## config.mk

```make
export PLATFORM = sky130hd
export DESIGN_NAME = length_prefixed_packet_deframer_core
export DESIGN_NICKNAME = d
export VERILOG_FILES = /design/src/sv/lppd_pkg.sv /design/src/sv/length_prefixed_packet_deframer_core.sv /design/src/sv/lppd_parser.sv /design/src/sv/lppd_out_reg.sv
export VERILOG_INCLUDE_DIRS = /design/src /design/src/sv
export SDC_FILE = /design/constraint.sdc
export NUM_CORES = 1
export LEC_CHECK = 0
export ABC_AREA = 1
export BUFFER_PORTS_ARGS = -buffer_cell sky130_fd_sc_hd__buf_2
export CAP_MARGIN = 40
export CORE_ASPECT_RATIO = 0.7
export CORE_MARGIN = 4
export CORE_UTILIZATION = 27
export CTS_BUF_LIST = sky130_fd_sc_hd__clkbuf_2
export CTS_CLUSTER_DIAMETER = 40
export DETAILED_ROUTE_END_ITERATION = 8
export REMOVE_ABC_BUFFERS = 1
export SKIP_CTS_REPAIR_TIMING = 1
export SYNTH_ARGS = -nofsm -noshare
export SYNTH_HDL_FRONTEND = slang
export SYNTH_SLANG_ARGS = --single-unit
```

## constraint.sdc

```tcl
create_clock -name clk -period 2.5 [get_ports clk]
set_input_delay 0.5 -clock clk [delete_from_list [all_inputs] [get_ports clk]]
set_output_delay 0.5 -clock clk [all_outputs]
set_load 0.05 [all_outputs]
```

## src/sv/length_prefixed_packet_deframer_core_defines.svh

```systemverilog
// Assertion macros for the length-prefixed packet deframer.
// Included by the top level; expects clk and arst_n in scope.
`ifndef LENGTH_PREFIXED_PACKET_DEFRAMER_CORE_DEFINES_SVH
`define LENGTH_PREFIXED_PACKET_DEFRAMER_CORE_DEFINES_SVH

// Concurrent check on the core clock, idle while reset is asserted.
`define LPPD_ASSERT(lbl, prop, msg) \
	lbl: assert property (@(posedge clk) disable iff (!arst_n) (prop)) else $error(msg);

// Check that applies only while the result channel holds a valid item.
`define LPPD_ASSERT_OUT(lbl, cond, msg) \
	`LPPD_ASSERT(lbl, m_tvalid |-> (cond), msg)

`endif

```

## src/sv/lppd_pkg.sv

```systemverilog
// Shared types and constants of the length-prefixed packet deframer.
// No dependencies; used by the parser, the result register and the top level.
package lppd_pkg;

	// Default largest payload length that is accepted.
	localparam int MAX_PAYLOAD_DEF = 64;

	// Result kinds.
	localparam logic [1:0] KIND_PAYLOAD   = 2'd0;
	localparam logic [1:0] KIND_EMPTY     = 2'd1;
	localparam logic [1:0] KIND_BAD_IDENT = 2'd2;
	localparam logic [1:0] KIND_TOO_LONG  = 2'd3;

	// Configuration register indexes.
	localparam logic CFG_IDENT_FIRST  = 1'b0;
	localparam logic CFG_IDENT_SECOND = 1'b1;

	// Header parse phase.
	typedef enum logic [4:0] {
		PH_IDENT = 5'b00001,
		PH_DESC  = 5'b00010,
		PH_LEN   = 5'b00100,
		PH_PAD   = 5'b01000,
		PH_DATA  = 5'b10000
	} phase_t;

	// One result item.
	typedef struct packed {
		logic [1:0] kind;
		logic [7:0] ident;
		logic [7:0] descriptor;
		logic [7:0] pkt_len;
		logic [7:0] data_byte;
		logic [7:0] byte_index;
		logic       last;
	} result_t;

endpackage

```

## src/sv/length_prefixed_packet_deframer_core.sv

```systemverilog
// Length-prefixed packet deframer, top level.
// Channels: s_* carries received bytes in s_tdata[7:0]; m_* carries one
// result item per payload byte, per empty packet and per header error.
// Each header is identifier, descriptor, length and padding byte; the
// identifier must equal one of the two configured values.
// cfg_we/cfg_index/cfg_data write the identifier registers (index 0 and 1);
// the user must write them only while no item is in flight; no logic checks it.
// A byte accepted on s_* passes through the input register, then the result
// register, from which its result can be taken on m_*.
// Throughput: one byte per cycle while m_tready stays high; the parse state
// updates once per byte between the two registers.
// A stalled receiver holds the result register; the input register still
// takes one more byte, after which s_tready drops until the result is taken.
// Reset (arst_n low) empties both registers, restores the identifier
// registers to 0 and 1 and returns the parser to the identifier byte.
// Depends on lppd_pkg, lppd_parser, lppd_out_reg and the defines header.
`include "length_prefixed_packet_deframer_core_defines.svh"

module length_prefixed_packet_deframer_core #(
	parameter int MAX_PAYLOAD = lppd_pkg::MAX_PAYLOAD_DEF
) (
	input  logic        clk,
	input  logic        arst_n,
	// Configuration write port.
	input  logic        cfg_we,
	input  logic        cfg_index,
	input  logic [7:0]  cfg_data,
	// Received bytes.
	input  logic        s_tvalid,
	output logic        s_tready,
	input  logic [7:0]  s_tdata,   // [7:0] rx_byte
	// Result items.
	output logic        m_tvalid,
	input  logic        m_tready,
	output logic [39:0] m_tdata,   // [7:0] ident, [15:8] descriptor,
	                               // [23:16] pkt_len, [31:24] data_byte,
	                               // [39:32] byte_index
	output logic [1:0]  m_tuser,   // [1:0] kind
	output logic        m_tlast    // last
);

	logic              valid_s1;
	logic [7:0]        rx_byte_s1;
	logic              advance;
	logic              can_load;
	logic              res_valid;
	lppd_pkg::result_t res;
	lppd_pkg::result_t out_res;

	// The input register moves on whenever the result register can take.
	assign advance  = valid_s1 && can_load;
	assign s_tready = !valid_s1 || can_load;

	// Input register.
	always_ff @(posedge clk or negedge arst_n) begin
		if (!arst_n) begin
			valid_s1 <= 1'b0;
		end else if (s_tready) begin
			valid_s1 <= s_tvalid;
		end
	end

	always_ff @(posedge clk) begin
		if (s_tready && s_tvalid) begin
			rx_byte_s1 <= s_tdata;
		end
	end

	// Header parser.
	lppd_parser #(
		.MAX_PAYLOAD(MAX_PAYLOAD)
	) u_parser (
		.clk       (clk),
		.arst_n    (arst_n),
		.cfg_we    (cfg_we),
		.cfg_index (cfg_index),
		.cfg_data  (cfg_data),
		.step      (advance),
		.rx_byte   (rx_byte_s1),
		.res_valid (res_valid),
		.res       (res)
	);

	// Result register.
	lppd_out_reg u_out (
		.clk       (clk),
		.arst_n    (arst_n),
		.load      (advance),
		.res_valid (res_valid),
		.res       (res),
		.m_tready  (m_tready),
		.can_load  (can_load),
		.out_valid (m_tvalid),
		.out_res   (out_res)
	);

	// Output packing.
	assign m_tdata = {out_res.byte_index, out_res.data_byte, out_res.pkt_len,
	                  out_res.descriptor, out_res.ident};
	assign m_tuser = out_res.kind;
	assign m_tlast = out_res.last;

	// Checks on the block's own logic.
	`LPPD_ASSERT(a_in_hold, valid_s1 && !advance |=> valid_s1 && $stable(rx_byte_s1), "input register lost a byte")
	`LPPD_ASSERT_OUT(a_last_on_status, m_tuser == lppd_pkg::KIND_PAYLOAD || m_tlast, "status result without last")
	`LPPD_ASSERT_OUT(a_data_zero, m_tuser == lppd_pkg::KIND_PAYLOAD || m_tdata[39:24] == 16'd0, "status result with payload data")
	`LPPD_ASSERT_OUT(a_index_range, m_tuser != lppd_pkg::KIND_PAYLOAD || m_tdata[39:32] < m_tdata[23:16], "payload index beyond length")

endmodule

```

## src/sv/lppd_parser.sv

```systemverilog
// Header parser and configuration registers of the packet deframer.
// Depends on lppd_pkg for the phase type, result kinds and result struct.
module lppd_parser #(
	parameter int MAX_PAYLOAD = lppd_pkg::MAX_PAYLOAD_DEF
) (
	input  logic              clk,
	input  logic              arst_n,
	input  logic              cfg_we,
	input  logic              cfg_index,
	input  logic [7:0]        cfg_data,
	input  logic              step,
	input  logic [7:0]        rx_byte,
	output logic              res_valid,
	output lppd_pkg::result_t res
);

	localparam logic [7:0] MaxLen = 8'(MAX_PAYLOAD);

	logic [7:0]       ident_first_q;
	logic [7:0]       ident_second_q;
	lppd_pkg::phase_t phase_q;
	lppd_pkg::phase_t phase_d;
	logic [7:0]       held_ident_q;
	logic [7:0]       held_desc_q;
	logic [7:0]       held_len_q;
	logic [7:0]       count_q;
	logic [7:0]       count_d;
	logic             fin;

	// Configuration writes; an unknown index cannot occur with one index bit.
	always_ff @(posedge clk or negedge arst_n) begin
		if (!arst_n) begin
			ident_first_q  <= 8'd0;
			ident_second_q <= 8'd1;
		end else if (cfg_we) begin
			unique case (cfg_index)
				lppd_pkg::CFG_IDENT_FIRST:  ident_first_q  <= cfg_data;
				lppd_pkg::CFG_IDENT_SECOND: ident_second_q <= cfg_data;
				default: ;
			endcase
		end
	end

	// The last payload byte is the one whose index plus one reaches the length.
	assign fin = ({1'b0, count_q} + 9'd1) >= {1'b0, held_len_q};

	// Next phase and the result caused by the current item.
	always_comb begin
		phase_d   = phase_q;
		count_d   = count_q;
		res_valid = 1'b0;
		res       = '0;
		unique case (phase_q)
			lppd_pkg::PH_IDENT: begin
				if (rx_byte != ident_first_q && rx_byte != ident_second_q) begin
					res_valid  = 1'b1;
					res.kind   = lppd_pkg::KIND_BAD_IDENT;
					res.ident  = rx_byte;
					res.last   = 1'b1;
				end else begin
					phase_d = lppd_pkg::PH_DESC;
				end
			end
			lppd_pkg::PH_DESC: phase_d = lppd_pkg::PH_LEN;
			lppd_pkg::PH_LEN:  phase_d = lppd_pkg::PH_PAD;
			lppd_pkg::PH_PAD: begin
				if (held_len_q == 8'd0) begin
					phase_d        = lppd_pkg::PH_IDENT;
					res_valid      = 1'b1;
					res.kind       = lppd_pkg::KIND_EMPTY;
					res.ident      = held_ident_q;
					res.descriptor = held_desc_q;
					res.last       = 1'b1;
				end else if (held_len_q > MaxLen) begin
					phase_d        = lppd_pkg::PH_IDENT;
					res_valid      = 1'b1;
					res.kind       = lppd_pkg::KIND_TOO_LONG;
					res.ident      = held_ident_q;
					res.descriptor = held_desc_q;
					res.pkt_len    = held_len_q;
					res.last       = 1'b1;
				end else begin
					phase_d = lppd_pkg::PH_DATA;
					count_d = 8'd0;
				end
			end
			lppd_pkg::PH_DATA: begin
				res_valid      = 1'b1;
				res.kind       = lppd_pkg::KIND_PAYLOAD;
				res.ident      = held_ident_q;
				res.descriptor = held_desc_q;
				res.pkt_len    = held_len_q;
				res.data_byte  = rx_byte;
				res.byte_index = count_q;
				res.last       = fin;
				if (fin) begin
					phase_d = lppd_pkg::PH_IDENT;
					count_d = 8'd0;
				end else begin
					count_d = count_q + 8'd1;
				end
			end
			default: phase_d = lppd_pkg::PH_IDENT;
		endcase
	end

	// Parse state advances once per item taken from the input register.
	always_ff @(posedge clk or negedge arst_n) begin
		if (!arst_n) begin
			phase_q      <= lppd_pkg::PH_IDENT;
			held_ident_q <= 8'd0;
			held_desc_q  <= 8'd0;
			held_len_q   <= 8'd0;
			count_q      <= 8'd0;
		end else if (step) begin
			phase_q <= phase_d;
			count_q <= count_d;
			if (phase_q == lppd_pkg::PH_IDENT) held_ident_q <= rx_byte;
			if (phase_q == lppd_pkg::PH_DESC)  held_desc_q  <= rx_byte;
			if (phase_q == lppd_pkg::PH_LEN)   held_len_q   <= rx_byte;
		end
	end

endmodule

```

## src/sv/lppd_out_reg.sv

```systemverilog
// Result register of the packet deframer: holds one item until it is taken.
// Depends on lppd_pkg for the result struct.
module lppd_out_reg (
	input  logic              clk,
	input  logic              arst_n,
	input  logic              load,
	input  logic              res_valid,
	input  lppd_pkg::result_t res,
	input  logic              m_tready,
	output logic              can_load,
	output logic              out_valid,
	output lppd_pkg::result_t out_res
);

	logic              valid_q;
	lppd_pkg::result_t res_q;

	// A new result may enter when the register is empty or being emptied.
	assign can_load = !valid_q || m_tready;

	// Valid flag: set by a loaded result, cleared when the item is taken.
	always_ff @(posedge clk or negedge arst_n) begin
		if (!arst_n) begin
			valid_q <= 1'b0;
		end else if (load) begin
			valid_q <= res_valid;
		end else if (m_tready) begin
			valid_q <= 1'b0;
		end
	end

	// Payload needs no reset.
	always_ff @(posedge clk) begin
		if (load && res_valid) begin
			res_q <= res;
		end
	end

	assign out_valid = valid_q;
	assign out_res   = res_q;

endmodule
```

==> results.yml <==
outcome:
  status: "finished, final reports clean"
route:
  wl_per_cell_um: 13.2
  dr.pass1.iters: 4
  vias: 3394
  wirelength_um: 10600
  drt-initial-drc-count: 189
  viasPerCell: 4.22
  drc: 0
  ant_nets: 0
synth:
  async_reset_ff_frac: 0.519
  synthCells: 482
  synth-edff-count: 51
  synth-seq-cells: 106
  yosysWarnings: 0
  yosysUniqueCellTypes: 33
  synth-seq-area-share: 0.606
  synth.avg_cell_area_um2: 9.96
  netlist_area_um2: 4800
  dominantRegCellSynth: "dfrtp_1"
cts:
  clk_pin_slew_ns: 0.33
  cts-root-buf: "clkbuf_2"
  tritoncts: "built"
  clk_latency_ns: 0.64
  h-tree-depth: 3
  cts_buffer_depth: 2
  clock-sinks: 106
  cts_made_buffers: 9
floorplan:
  rows: 40
  core_um2: 17300
  die-area_um2: 20000
  fp.dieW_um: 167
  start_util: 0.277
  io_pins: 67
  dieHeight_um: 120
sta:
  final.min_clock_period_ns: 2.33
  setup_viol: 0
  fin_tns_setup_ns: 0
  final_min_period_over_clock_period: 0.930
  fin_skew_ns: 0.0320
  slew_headroom: 0.650
  tightest_slew_ns: 0.523
  fmax_mhz: 430
  maxSlewViolCount: 0
  hold_viol_final: 0
pwr:
  irDropWorstVdd_mv: 0.441
  comb_power_share: 0.390
  leakagePower_nw: 2.61
  internal-power_w: 0.00311
  power_switching_w: 0.00250
  sw_frac_of_total: 0.445
  power_frac_clock: 0.148
  seqPwrFrac: 0.462
  p_per_area_nw_per_um2: 986
grt:
  antenna_found_initial: 0
  grt_usage: 0.108
  grt_pass1_vias: 3132
  grt_max_degree: 56
  grt_pass1_wl_um: 17000
  grt_overflow_total: 0
worst_setup_path:
  reg2reg_to: "u_parser.phase_q[0]"
  cp-end-kind: "register"
  rrSetupSlack_ns: 0.17
  rr_worst_depth: 15
  path_class: "reg2reg"
  start_kind: "register"
  worstPathMaxFanout: 12
  cp_data_arrival_time_ns: 2.95
  worstPathRequired_ns: 3.13
  r2r_start: "u_parser.count_q[0]"
place:
  io_buffers: 66
  place_congestion: 0.847
  postPlaceCellArea_um2: 5420
  hpwl_um: 7800
worst_hold_path:
  hp-start: "cfg_data[0]"
  min_path_cells: 3
  hold-path-endpoint: "u_parser.ident_second_q[0]"
  min_path_type: "in2reg"
final_layout:
  antennaDiodeCount: 0
  syn_to_final_growth_pct: 18.7
  drive_gt1_frac: 0.236
  final_util: 0.329
  design_area_um2: 5700
  nets: 599
flow_run:
  cap_violations: 0
## state kept, by name, summed over array words and instances (netlist names)
name                     flops
u_parser.held_ident_q        8
u_out.out_res               43
u_parser.ident_first_q       8
valid_s1                     1
u_parser.held_desc_q         8
u_out.out_valid              1
u_parser.ident_second_q      8
u_parser.held_len_q          8
u_parser.count_q             8
rx_byte_s1                   8
u_parser.phase_q             5
## cell families after synthesis
kind of cell / after synthesis / synth area share
adders and majority gates: 9 / 0.0235
and+or+nand+nor: 196 / 0.175
xor gates and xnor gates: 16 / 0.0292
DFF: 106 / 0.606
AOI/OAI and AO/OA: 69 / 0.0878
buffers and inverters: 86 / 0.0789
## synth_stat cells (6+ instances only)
cell,number,area share
nand2_1,130,0.10
inv_1,66,0.052
dfrtp_1,53,0.28
edfxtp_1,51,0.32
o21ai_0,33,0.034
nor2_1,32,0.025
nand3_1,17,0.018
o21ai_2,17,0.031
o21ai_1,12,0.013
xnor2_1,10,0.018
ha_1,9,0.023
inv_2,7,0.0055
buf_6,6,0.014
xor2_1,6,0.011
## power groups by stage
stage | registers (W) | clock network (W) | logic, W
after floorplan | 0.00325 | 0 | 0.000935
after global placement | 0.00264 | 0 | 0.00216
after detailed placement | 0.00264 | 0 | 0.00219
after CTS | 0.00260 | 0.000881 | 0.00219
after global routing | 0.00265 | 0.000938 | 0.00239
final | 0.00259 | 0.000829 | 0.00219
## stage by stage
| step | total power [W] | worst slack (ns) | std cells | hold WS (ns) |
|---|---|---|---|---|
| finish | 0.00562 | 0.174 | 804 | 0.0763 |
| global route | 0.00598 | -0.00968 | 804 | 0.00869 |
| CTS | 0.00567 | 0.0312 | 792 | -0.278 |
| detailed placement | 0.00482 | 0.0963 | 776 | 0.469 |
| global placement | 0.00480 | 0.214 | 776 | 0.465 |
| floorplan | 0.00418 | -0.0590 | 469 | 0.204 |
## how the worst max path moves through the flow
stage | endpoint | slack [ns] | start | cells after the start
final | u_parser.phase_q[0] | 0.17 | u_parser.count_q[0] | 15
after floorplan | u_out.out_res[0] | -0.06 | u_parser.phase_q[2] | 7
after detailed placement | u_parser.phase_q[0] | 0.1 | u_parser.count_q[0] | 12
after CTS | u_parser.phase_q[1] | 0.03 | u_parser.count_q[0] | 12
after global placement | u_parser.phase_q[3] | 0.21 | u_parser.count_q[0] | 15
after global routing | u_parser.phase_q[2] | -0.01 | u_parser.count_q[0] | 15
## critical path, cell delays in order, from the launching register on
cell and delay (ns):
dfrtp_2 0.50, ha_1 0.23, nand3_1 0.18, xor2_2 0.19
ha_1 0.27, nand2_1 0.07, inv_1 0.05, nand2_1 0.06
nand3_1 0.08, nand2_1 0.06, nand2_1 0.06, nand2_1 0.12
nand3_4 0.19, nand2_4 0.15, nand2_1 0.05, nand2_1 0.06
## cell usage in the layout (no fill, tap or decap), drive strengths merged, types with 2 or more instances in the layout
cell type,Yosys,routed
nor2,33,33
ha,9,9
xor2,6,6
a21oi,6,6
or2,2,2
nand3,21,21
dfstp,2,2
clkbuf,3,9
buf,10,77
xnor2,10,10
nand4,4,4
edfxtp,51,51
nand2,133,133
clkinv,0,6
dlygate4sd3,0,11
o21ai,62,62
inv,73,73
dfrtp,53,53
## routing by layer
layer | vias to the layer above | global-route usage | share of wire
met4 | 0 | 0.0258 | 0.0082
met5 | - | 0 | 0
met3 | 8 | 0.0319 | 0.058
li1 | 1714 | - | -
met1 | 1581 | 0.165 | 0.52
met2 | 91 | 0.148 | 0.41
## final cells by class
| cell class | count | area [um^2] |
|---|---|---|
| Fill cell | 1832 | 11600 |
| Sequential cell | 106 | 2910 |
| Multi-Input combinational cell | 290 | 1550 |
| Timing Repair Buffer | 88 | 548 |
| Tap cell | 231 | 289 |
| Inverter | 73 | 274 |
| Clock inverter | 7 | 85.1 |
| Clock buffer | 9 | 45.0 |
No activity file was read; power rests on OpenSTA's default activity.
